**config.mk**
```make
export PLATFORM = sky130hd
export DESIGN_NAME = message_key_normalizer
export DESIGN_NICKNAME = d
export VERILOG_FILES = /design/src/design/mkn_pkg.sv /design/src/design/mkn_lexer.sv /design/src/design/message_key_normalizer.sv
export SDC_FILE = /design/constraint.sdc
export NUM_CORES = 1
export LEC_CHECK = 0
export BUFFER_PORTS_ARGS = -buffer_cell sky130_fd_sc_hd__buf_2
export CAP_MARGIN = 40
export CORE_MARGIN = 4
export CORE_UTILIZATION = 60
export CTS_CLUSTER_DIAMETER = 50
export DETAILED_ROUTE_END_ITERATION = 10
export GPL_TIMING_DRIVEN = 0
export PLACE_DENSITY = 0.86
export SETUP_SLACK_MARGIN = 0.4
export SYNTH_ARGS = -nofsm -noshare
export SYNTH_HDL_FRONTEND = slang
export SYNTH_HIERARCHICAL = 1
export SYNTH_SLANG_ARGS = --single-unit
```
**constraint.sdc**
```tcl
create_clock -name clk -period 21.2 [get_ports clk]
set_input_delay 1.06 -clock clk [delete_from_list [all_inputs] [get_ports clk]]
set_output_delay 1.06 -clock clk [all_outputs]
set_load 0.005 [all_outputs]
```
**src/design/mkn_pkg.sv**
```systemverilog
// Package for the message key normalizer: lexer mode codes, state and
// result types, key characters and byte class helpers. No dependencies.
`timescale 1ns / 1ps
`default_nettype none

package mkn_pkg;

  // Most key characters one message byte can produce
  localparam int MAX_RES = 6;
  localparam int RES_W   = $clog2(MAX_RES + 1);

  localparam logic [6:0] CH_DASH = 7'h2d;
  localparam logic [6:0] CH_P    = 7'h70;
  localparam logic [6:0] CH_N    = 7'h6e;
  localparam logic [6:0] CH_S    = 7'h73;
  localparam logic [6:0] CH_X    = 7'h78;

  typedef enum logic [3:0] {
    M_IDLE,
    M_ZERO,
    M_ZERO_X,
    M_HEX,
    M_MINUS,
    M_INT,
    M_DOT,
    M_FRAC,
    M_QUOTE
  } mode_t;

  typedef struct packed {
    mode_t mode;
    logic  quote_dbl;
    logic  sep_pending;
  } lex_state_t;

  typedef logic [MAX_RES-1:0][6:0] res_chars_t;

  function automatic logic is_digit(input logic [7:0] c);
    return (c >= "0") && (c <= "9");
  endfunction

  function automatic logic is_hex(input logic [7:0] c);
    return is_digit(c) || ((c >= "a") && (c <= "f")) || ((c >= "A") && (c <= "F"));
  endfunction

  function automatic logic is_alnum(input logic [7:0] c);
    return is_digit(c) || ((c >= "a") && (c <= "z")) || ((c >= "A") && (c <= "Z"));
  endfunction

endpackage

`default_nettype wire

```
**src/design/mkn_lexer.sv**
```systemverilog
// Combinational step of the key normalizer: one message byte against the
// lexer state gives the next state and up to six key characters.
// Depends on mkn_pkg.
`timescale 1ns / 1ps
`default_nettype none

module mkn_lexer #(
  parameter int LEN_W = 8,
  parameter int CAP_W = 9
) (
  input  mkn_pkg::lex_state_t st,
  input  logic [LEN_W-1:0]    key_length,
  input  logic [CAP_W-1:0]    cap,
  input  logic [7:0]          msg_byte,
  input  logic                byte_valid,
  input  logic                end_of_message,
  output mkn_pkg::lex_state_t st_next,
  output logic [LEN_W-1:0]    key_length_next,
  output mkn_pkg::res_chars_t res_chars,
  output logic [mkn_pkg::RES_W-1:0] res_cnt,
  output logic                res_bare
);

  typedef struct packed {
    logic [LEN_W-1:0]            ln;
    logic                        sp;
    logic [mkn_pkg::RES_W-1:0]   n;
    mkn_pkg::res_chars_t         ch;
  } work_t;

  function automatic work_t emit(input work_t w, input logic [6:0] c);
    work_t o;
    o = w;
    if (o.n < mkn_pkg::RES_W'(mkn_pkg::MAX_RES)) begin
      o.ch[o.n] = c;
      o.n = o.n + 1'b1;
    end
    return o;
  endfunction

  function automatic work_t put_sep(input work_t w);
    work_t o;
    o = w;
    if (o.ln != '0) o.sp = 1'b1;
    return o;
  endfunction

  function automatic work_t put_alnum(input work_t w, input logic [7:0] c_in,
                                      input logic [CAP_W-1:0] cp);
    work_t          o;
    logic [7:0]     c;
    logic [CAP_W:0] l1;
    logic [CAP_W:0] l2;
    o  = w;
    c  = c_in;
    if ((c >= "A") && (c <= "Z")) c = c + 8'd32;
    l1 = (CAP_W + 1)'(w.ln) + 1'b1;
    l2 = (CAP_W + 1)'(w.ln) + 2'd2;
    if (w.sp) begin
      if (l2 <= {1'b0, cp}) begin
        o = emit(o, mkn_pkg::CH_DASH);
        o = emit(o, c[6:0]);
        o.ln = w.ln + LEN_W'(2);
        o.sp = 1'b0;
      end
    end else if (l1 <= {1'b0, cp}) begin
      o = emit(o, c[6:0]);
      o.ln = w.ln + LEN_W'(1);
    end
    return o;
  endfunction

  function automatic work_t put_token(input work_t w, input logic [6:0] t,
                                      input logic [CAP_W-1:0] cp);
    work_t o;
    o = put_sep(w);
    o = put_alnum(o, {1'b0, t}, cp);
    o = put_sep(o);
    return o;
  endfunction

  always_comb begin
    work_t           w;
    mkn_pkg::mode_t  md;
    logic            qd;
    logic            restart;
    logic [7:0]      b;

    w.ln    = key_length;
    w.sp    = st.sep_pending;
    w.n     = '0;
    w.ch    = '0;
    md      = st.mode;
    qd      = st.quote_dbl;
    b       = msg_byte;
    restart = 1'b0;
    res_bare = 1'b0;

    if (byte_valid) begin
      restart = 1'b1;
      case (md)
        mkn_pkg::M_ZERO: begin
          if ((b == "x") || (b == "X")) begin
            md = mkn_pkg::M_ZERO_X; restart = 1'b0;
          end else if (mkn_pkg::is_digit(b)) begin
            md = mkn_pkg::M_INT; restart = 1'b0;
          end else if (b == ".") begin
            md = mkn_pkg::M_DOT; restart = 1'b0;
          end else begin
            w = put_token(w, mkn_pkg::CH_N, cap);
          end
        end
        mkn_pkg::M_ZERO_X: begin
          if (mkn_pkg::is_hex(b)) begin
            md = mkn_pkg::M_HEX; restart = 1'b0;
          end else begin
            w = put_token(w, mkn_pkg::CH_N, cap);
            w = put_alnum(w, {1'b0, mkn_pkg::CH_X}, cap);
          end
        end
        mkn_pkg::M_HEX: begin
          if (mkn_pkg::is_hex(b)) restart = 1'b0;
          else w = put_token(w, mkn_pkg::CH_P, cap);
        end
        mkn_pkg::M_MINUS: begin
          if (mkn_pkg::is_digit(b)) begin
            md = mkn_pkg::M_INT; restart = 1'b0;
          end else begin
            w = put_sep(w);
          end
        end
        mkn_pkg::M_INT: begin
          if (mkn_pkg::is_digit(b)) begin
            restart = 1'b0;
          end else if (b == ".") begin
            md = mkn_pkg::M_DOT; restart = 1'b0;
          end else begin
            w = put_token(w, mkn_pkg::CH_N, cap);
          end
        end
        mkn_pkg::M_DOT: begin
          if (mkn_pkg::is_digit(b)) begin
            md = mkn_pkg::M_FRAC; restart = 1'b0;
          end else begin
            w = put_token(w, mkn_pkg::CH_N, cap);
            w = put_sep(w);
          end
        end
        mkn_pkg::M_FRAC: begin
          if (mkn_pkg::is_digit(b)) restart = 1'b0;
          else w = put_token(w, mkn_pkg::CH_N, cap);
        end
        mkn_pkg::M_QUOTE: begin
          restart = 1'b0;
          // close only on the quote kind that opened the string
          if (b == (qd ? 8'h22 : 8'h27)) begin
            w  = put_token(w, mkn_pkg::CH_S, cap);
            md = mkn_pkg::M_IDLE;
          end
        end
        default: begin
        end
      endcase

      if (restart) begin
        md = mkn_pkg::M_IDLE;
        if (b == "0") begin
          md = mkn_pkg::M_ZERO;
        end else if (mkn_pkg::is_digit(b)) begin
          md = mkn_pkg::M_INT;
        end else if (b == "-") begin
          md = mkn_pkg::M_MINUS;
        end else if ((b == 8'h27) || (b == 8'h22)) begin
          md = mkn_pkg::M_QUOTE;
          qd = (b == 8'h22);
        end else if (mkn_pkg::is_alnum(b)) begin
          w = put_alnum(w, b, cap);
        end else begin
          w = put_sep(w);
        end
      end
    end

    if (end_of_message) begin
      // flush the lookahead, then return to the idle state
      case (md)
        mkn_pkg::M_ZERO, mkn_pkg::M_INT, mkn_pkg::M_FRAC:
          w = put_token(w, mkn_pkg::CH_N, cap);
        mkn_pkg::M_ZERO_X: begin
          w = put_token(w, mkn_pkg::CH_N, cap);
          w = put_alnum(w, {1'b0, mkn_pkg::CH_X}, cap);
        end
        mkn_pkg::M_HEX:   w = put_token(w, mkn_pkg::CH_P, cap);
        mkn_pkg::M_MINUS: w = put_sep(w);
        mkn_pkg::M_DOT: begin
          w = put_token(w, mkn_pkg::CH_N, cap);
          w = put_sep(w);
        end
        mkn_pkg::M_QUOTE: w = put_token(w, mkn_pkg::CH_S, cap);
        default: begin
        end
      endcase
      if (w.n == '0) begin
        res_bare = 1'b1;
        w.n      = mkn_pkg::RES_W'(1);
      end
      md   = mkn_pkg::M_IDLE;
      qd   = 1'b0;
      w.ln = '0;
      w.sp = 1'b0;
    end

    st_next.mode        = md;
    st_next.quote_dbl   = qd;
    st_next.sep_pending = w.sp;
    key_length_next     = w.ln;
    res_chars           = w.ch;
    res_cnt             = w.n;
  end

endmodule

`default_nettype wire

```
**src/design/message_key_normalizer.sv**
```systemverilog
// Top level of the message key normalizer: input register, lexer step,
// result buffer drained one key character per cycle while m_axis_tready is
// high. Depends on mkn_pkg and mkn_lexer.
//
//  channel   dir  tdata                 tuser        tlast
//  s_axis    in   msg_byte[7:0]         byte_valid   end_of_message
//  m_axis    out  key_char[6:0], pad 0  char_valid   key_done
//  cfg_wr    in   key_buffer_size[8:0]  -            -
//
// An item is held in the input register, lexed into the result buffer, and
// its key characters (0 to 6) leave it one per cycle while m_axis is ready.
// With m_axis ready, items giving at most one character flow at one per cycle;
// an item giving more holds the input until its last character leaves (port bound).
// Reset clears the lexer state and sets key_buffer_size to 256.
// A stalled output holds its transaction; the input stalls only once both
// the input register and the result buffer are occupied.
`timescale 1ns / 1ps
`default_nettype none

module message_key_normalizer #(
  parameter int KEY_BUFFER_SIZE = 256
) (
  input  logic       clk,
  input  logic       rst,
  input  logic       s_axis_tvalid,
  output logic       s_axis_tready,
  input  logic [7:0] s_axis_tdata,   // [7:0] msg_byte
  input  logic       s_axis_tlast,   // end_of_message
  input  logic       s_axis_tuser,   // byte_valid
  output logic       m_axis_tvalid,
  input  logic       m_axis_tready,
  output logic [7:0] m_axis_tdata,   // [6:0] key_char, [7] zero
  output logic       m_axis_tlast,   // key_done
  output logic       m_axis_tuser,   // char_valid
  input  logic       cfg_wr_en,
  input  logic [8:0] cfg_wr_data     // key_buffer_size
);

  localparam int LEN_W = (KEY_BUFFER_SIZE > 2) ? $clog2(KEY_BUFFER_SIZE) : 1;
  localparam int CAP_W = (LEN_W > 9) ? LEN_W : 9;
  localparam logic [CAP_W-1:0] MAX_CAP = CAP_W'(KEY_BUFFER_SIZE - 1);
  localparam int RES_W = mkn_pkg::RES_W;

  logic [8:0]           key_buffer_size;
  logic [CAP_W-1:0]     cap;
  logic [CAP_W-1:0]     cap_cfg;

  logic                 in_full;
  logic [7:0]           in_byte;
  logic                 in_valid;
  logic                 in_eom;

  mkn_pkg::lex_state_t  st;
  mkn_pkg::lex_state_t  st_next;
  logic [LEN_W-1:0]     key_length;
  logic [LEN_W-1:0]     key_length_next;

  mkn_pkg::res_chars_t  res_chars;
  logic [RES_W-1:0]     res_cnt;
  logic                 res_bare;

  mkn_pkg::res_chars_t  buf_chars;
  logic                 buf_bare;
  logic                 buf_eom;
  logic [RES_W-1:0]     buf_cnt;
  logic [RES_W-1:0]     buf_idx;

  logic                 out_fire;
  logic                 buf_free;
  logic                 take;

  assign cap_cfg = (key_buffer_size == 9'd0) ? '0 : CAP_W'(key_buffer_size - 9'd1);
  assign cap     = (cap_cfg > MAX_CAP) ? MAX_CAP : cap_cfg;

  mkn_lexer #(
    .LEN_W (LEN_W),
    .CAP_W (CAP_W)
  ) u_lexer (
    .st              (st),
    .key_length      (key_length),
    .cap             (cap),
    .msg_byte        (in_byte),
    .byte_valid      (in_valid),
    .end_of_message  (in_eom),
    .st_next         (st_next),
    .key_length_next (key_length_next),
    .res_chars       (res_chars),
    .res_cnt         (res_cnt),
    .res_bare        (res_bare)
  );

  assign m_axis_tvalid = (buf_idx != buf_cnt);
  assign out_fire      = m_axis_tvalid && m_axis_tready;
  // buffer is free now or after the transaction on its last character
  assign buf_free      = !m_axis_tvalid || (out_fire && ((buf_idx + 1'b1) == buf_cnt));
  assign take          = in_full && buf_free;
  assign s_axis_tready = !in_full || take;

  assign m_axis_tdata  = {1'b0, buf_bare ? 7'd0 : buf_chars[buf_idx]};
  assign m_axis_tuser  = !buf_bare;
  assign m_axis_tlast  = buf_eom && ((buf_idx + 1'b1) == buf_cnt);

  always_ff @(posedge clk) begin
    if (rst) begin
      key_buffer_size <= 9'd256;
      in_full         <= 1'b0;
      st.mode         <= mkn_pkg::M_IDLE;
      st.quote_dbl    <= 1'b0;
      st.sep_pending  <= 1'b0;
      key_length      <= '0;
      buf_cnt         <= '0;
      buf_idx         <= '0;
    end else begin
      if (cfg_wr_en) key_buffer_size <= cfg_wr_data;
      if (s_axis_tvalid && s_axis_tready) begin
        in_full <= 1'b1;
      end else if (take) begin
        in_full <= 1'b0;
      end
      if (take) begin
        st         <= st_next;
        key_length <= key_length_next;
        buf_cnt    <= res_cnt;
        buf_idx    <= '0;
      end else if (out_fire) begin
        buf_idx <= buf_idx + 1'b1;
      end
    end
  end

  always_ff @(posedge clk) begin
    if (s_axis_tvalid && s_axis_tready) begin
      in_byte  <= s_axis_tdata;
      in_valid <= s_axis_tuser;
      in_eom   <= s_axis_tlast;
    end
    if (take) begin
      buf_chars <= res_chars;
      buf_bare  <= res_bare;
      buf_eom   <= in_eom;
    end
  end

endmodule

`default_nettype wire

```
=== Word-level counts from Yosys, hierarchy flattened ===
Cells that the tools add are included.

* Flip-flop bits (word level): 84
* Word-level logic and storage cells: 649
* Output and inout port bits: 12
* Bits of input ports: 24

* Equality and inequality tests: 29
* Magnitude comparators: 77
* $add $sub $neg: 40
* Bitwise gates (word level): 69
* Reductions and logical operators: 62
* Mux-type cells: 353

{| class="wikitable"
|+ Operators with widths
! operator !! number
|-
| 54-bit two-way mux || 89
|-
| 45-bit two-way mux || 63
|-
| 54-bit one-hot mux with 8 select lines || 1
|-
| 7-bit two-way mux || 61
|-
| 7-bit demux with 3-bit select || 19
|-
| 45-bit one-hot mux with 6 select lines || 1
|-
| 24-bit OR || 8
|-
| 30-bit OR || 6
|-
| 5-bit by 30-bit OR with 30-bit output || 6
|-
| 18-bit bitwise AND || 8
|-
| 12-bit inverter || 12
|-
| 18-bit inverter || 8
|-
| 3-bit two-way mux || 34
|-
| 10-bit by 9-bit less-or-equal comparator with 1-bit output || 10
|-
| 8-bit nonzero test || 11
|-
| 42-bit bitwise mux || 2
|-
| 3-bit by 4-bit less-than comparator with 1-bit output (second input constant) || 20
|-
| 12-bit bitwise AND || 6
|-
| 2-bit by 12-bit bitwise AND with 12-bit output || 6
|-
| 24-bit inverter || 3
|-
| 1-bit two-way mux || 62
|-
| 3-bit by 1-bit adder with 3-bit output (second input constant) || 20
|-
| 4-bit two-way mux || 15
|-
| 3-bit by 1-bit greater-or-equal comparator with 1-bit output (second input constant) || 19
|-
| other kinds (40) || 140
|}

=== Logic depth before layout (Yosys ltp) ===
* Depth in word-level cells: 125
* Gate-level depth with buffers: 84
* Gate-level depth less buffers: 81

=== Hierarchy ===
Netlist, hierarchy kept.

{| class="wikitable"
|+ Modules (own cells, without submodules)
! module !! sequential area each (sq um) !! times used !! area each (sq um) !! cells each
|-
| mkn_lexer || 0.0 || 1 || 10032.1 || 1566
|-
| message_key_normalizer || 2222.1 || 1 || 3562.2 || 255
|}

=== Worst setup path after synthesis ===
Ideal clock, no wire load.

* Kind: reg-to-reg
* Start: reg key_buffer_size[0]
* End: reg buf_chars[11] (netlist bit), data pin
* Data required time: 21.054 ns
* Arrival time: 14.977 ns
* Buffers on the path: 5
* Cell stages (with the launch flop): 76
* Slack: 6.077 ns
* Setup time: 0.146 ns
* Cells stage by stage: dfxtp_1 > inv_1 > ha_1 > and4b_1 > clkbuf_1 > o21ai_0 > ha_1 > inv_1 > nor3_1 > o21bai_1 > o21ai_1 > inv_1 > buf_1 > a211oi_2 > ha_1 > clkbuf_1 > nand3_1 > xor2_1 > [40 not listed] > ha_1 > nor2b_1 > o21a_1 > o21a_1 > o21ai_0 > nand2b_1 > a21oi_1 > nor2b_1 > o21ai_0 > nand2b_1 > a21oi_1 > a41oi_1 > or3_4 > buf_6 > nor2_1 > a31oi_1 > a221o_1 > a21oi_1

{| class="wikitable"
|+ RTL lines
! element !! RTL line !! source
|-
| start: declaration || message_key_normalizer.sv:44 || <nowiki>logic [8:0] key_buffer_size;</nowiki>
|-
| start signal: assignment || message_key_normalizer.sv:114 || <nowiki>if (cfg_wr_en) key_buffer_size <= cfg_wr_data;</nowiki>
|-
| end signal: assignment || message_key_normalizer.sv:138 || <nowiki>buf_chars <= res_chars;</nowiki>
|-
| end: declaration || message_key_normalizer.sv:62 || <nowiki>mkn_pkg::res_chars_t buf_chars;</nowiki>
|}

==> flow_summary.json <==
{
  "hold_start": "in_eom",
  "syn_area_um2": 13590,
  "drtPass1Iterations": 7,
  "cp.required_ps": 21370,
  "pwr-share-clk_pct": 22.3,
  "io_buffers": 32,
  "fin_area_um2": 14460,
  "internal-power_uw": 396.8,
  "cts-root-buf": "clkbuf_16",
  "crit_arrival_ps": 20020,
  "setup_viol": 0,
  "syn_to_final_growth_pct": 6.379,
  "vias": 15406,
  "rr_startpoint": "key_length[1]",
  "wl_um": 51070,
  "clk_pin_slew_ps": 80,
  "post-dp-hpwl_um": 39610,
  "fp.dieArea_um2": 25130,
  "grt_setup_unrepaired": "no",
  "worst_slack_ps": 1347,
  "synth.largest_area_cell": "edfxtp_1",
  "period_share_pct": 93.64,
  "grt_pass1_wl_um": 78270,
  "fmax_mhz": 50.37,
  "path_max_fanout": 10,
  "p_seq_share_pct": 27.1,
  "clock-sinks": 84,
  "ys_ff_latch": 84,
  "drive_gt1_share_pct": 9.052,
  "crit_type": "flop to flop",
  "critPathMaxStageDelay_ps": 730,
  "track_usage_pct": 39.64,
  "drc_errors": 0,
  "worst_slew_pin_slew_ps": 932.5,
  "grt_pass1_vias": 14140,
  "synth_edf_count": 54,
  "crit_start": "key_length[1]",
  "p_total_uw": 723.9,
  "synth_top_flop_cell": "edfxtp_1",
  "fin_skew_ps": 20.88,
  "fin_crit_ps": 19850,
  "initial_core_util_pct": 61.72,
  "gp_congestion": 1.045,
  "place_area_um2": 14170,
  "ys_seq_area_share_pct": 16.35,
  "hold_violations": 0,
  "vias_per_cell": 7.136,
  "cts_buffers": 9,
  "hp-class": "flop to flop",
  "yosysUniqueCellTypes": 119,
  "tns_ps": 0,
  "core_um2": 22030,
  "cts_tree": "done",
  "post-cts-setup-buffer-count": 0,
  "ant_nets": 0,
  "syn_avg_cell_area_um2": 7.465,
  "hold_slack_ps": 464.0,
  "slew_viol_final": 0,
  "dieHeight_um": 158.5,
  "final_nets": 2012,
  "synth_area_leaders": "edfxtp_1 (12%), ha_1 (11%), nor2_1 (5.4%)",
  "netlist_instances": 1821,
  "yosysWarnings": 6,
  "cts_resized": 0,
  "pwr-share-comb_pct": 50.5,
  "slowest_stage": "nor3_1",
  "switching_share_pct": 45.18,
  "powerDensity_nw_per_um2": 50.05,
  "grt_max_degree": 54,
  "max_cap_violations": 0,
  "globalRouteOverflowTotal": 0,
  "first_iter_violations": 2194,
  "path_common_cell": "ha_1",
  "htree_levels": 3,
  "leakagePower_nw": 5.711,
  "critPathCaptureType": "flop",
  "max_slew_margin_pct": 37.55,
  "peakVddDrop_uv": 51.03,
  "ioPinCount": 36,
  "switching_power_uw": 327.0,
  "post-place-ws_ps": 2209,
  "antenna_found_initial": 0,
  "wire_per_inst_um": 23.65,
  "clockBufferDepth": 2,
  "die_w_um": 158.5,
  "outcome": "completed",
  "clk-insertion-delay-late_ps": 360,
  "num_rows": 54,
  "synth.top_cell.area_share_pct": 11.93,
  "synthArstFlopShare_pct": 0,
  "cts_hold_buf": 0,
  "setup.worst_path.start_class": "flop"
}
-- synthesized netlist by cell type (12+ instances only) --
cell      instances
and2_1           20
nor2b_1          27
nand2_1         178
a31oi_1          21
xnor2_1          58
nand4_1          22
inv_1            58
nor3_1           61
ha_1            115
edfxtp_1         54
and3_1           12
dfxtp_1          30
o21ai_1          17
mux2i_1          43
o21ai_0          99
buf_2            13
nand2b_1         65
a21oi_1         140
xor2_1           28
mux2_2           12
o22ai_1          25
o21bai_1         12
o31ai_1          14
a22oi_1          14
o21a_1           25
nand3_1          53
o211ai_1         24
nor2_1          194
clkbuf_1         69
nor4_1           15
a21o_1           25
or3_1            24
-- logic make-up (layout without fill, tap and decap cells) --
group,after synthesis,in the layout,share of synthesized area [%]
flip-flops,84,84,16.35
XOR/XNOR,89,89,5.946
adder cells (fa/ha/maj),115,115,10.58
AND/OR/NAND/NOR,751,751,28.14
multiplexers,65,65,5.688
AO/OA/AOI/OAI,560,560,28.49
buffers and inverters,156,212,4.786
other,1,3,0.02759
-- flip-flops by register name, indices dropped and copies added (netlist names), 3 cells and up --
signal           cells
buf_cnt              3
buf_chars           42
st                   6
key_length           8
key_buffer_size      9
buf_idx              3
in_byte              8
-- layer usage --
layer  track usage, %  share of wire [%]  vias to the layer above
li1                 -                  -                     6907
met3            6.741                 11                      211
met2            63.47                 44                     1077
met4            17.18                4.9                        0
met1            52.76                 40                     7211
met5                0                  0                        -
-- path summary, 6_finish.rpt --
check	end	slack, ps	cells after the start
worst max-delay path	buf_chars[3]	1350	73
worst min-delay path	buf_eom	460	0
worst max register to register	buf_chars[3]	1350	73
worst min register to register	buf_eom	460	0
-- metrics by stage --
step                std cells  util [%]
global route             2158     65.64
global placement         2134     64.05
CTS                      2157     65.62
finish                   2159     65.66
detailed placement       2141     64.34
floorplan                1822         -
-- power by group through the flow --
stage	combinational, mW	sequential, mW	clock, mW
6_report	0.366	0.196	0.162
5_1_grt	0.391	0.198	0.169
4_1_cts	0.351	0.196	0.163
3_5_place_dp	0.349	0.200	0
3_3_place_gp	0.340	0.199	0
2_1_floorplan	0.253	0.197	0
-- cell usage in the layout, fill, tap and decap left out, drive strengths merged, types with 27 or more instances in the layout --
cell type    n
nor2b       27
mux2i       45
dfxtp       30
nor2       195
nor3        67
ha         115
nand3       55
nand2      180
xor2        28
a21oi      144
o21ai      119
inv         61
edfxtp      54
clkbuf      78
xnor2       60
buf         68
nand2b      65
-- cell type report --
type | instances | area (um^2)
sequential | 84 | 2222
tap | 280 | 350.3
buffer | 97 | 429.2
multi-input combinational | 1582 | 10740
clock inverter | 7 | 57.56
clock buffer | 9 | 225.2
timing repair buffer | 40 | 216.5
fill | 1954 | 7565
antenna | 1 | 2.502
inverter | 59 | 221.5
-- worst max-delay path: cells and delay by family (launching register included) --
kind / cells / cell delay (ps)
AOI/OAI and AO/OA: 30 / 7350
DFF: 1 / 650
buffers and inverters: 9 / 2400
xor gates and xnor gates: 3 / 530
adders and majority gates: 10 / 3320
and+or+nand+nor: 21 / 5340
Note: power is estimated with default switching activity, not from simulation.
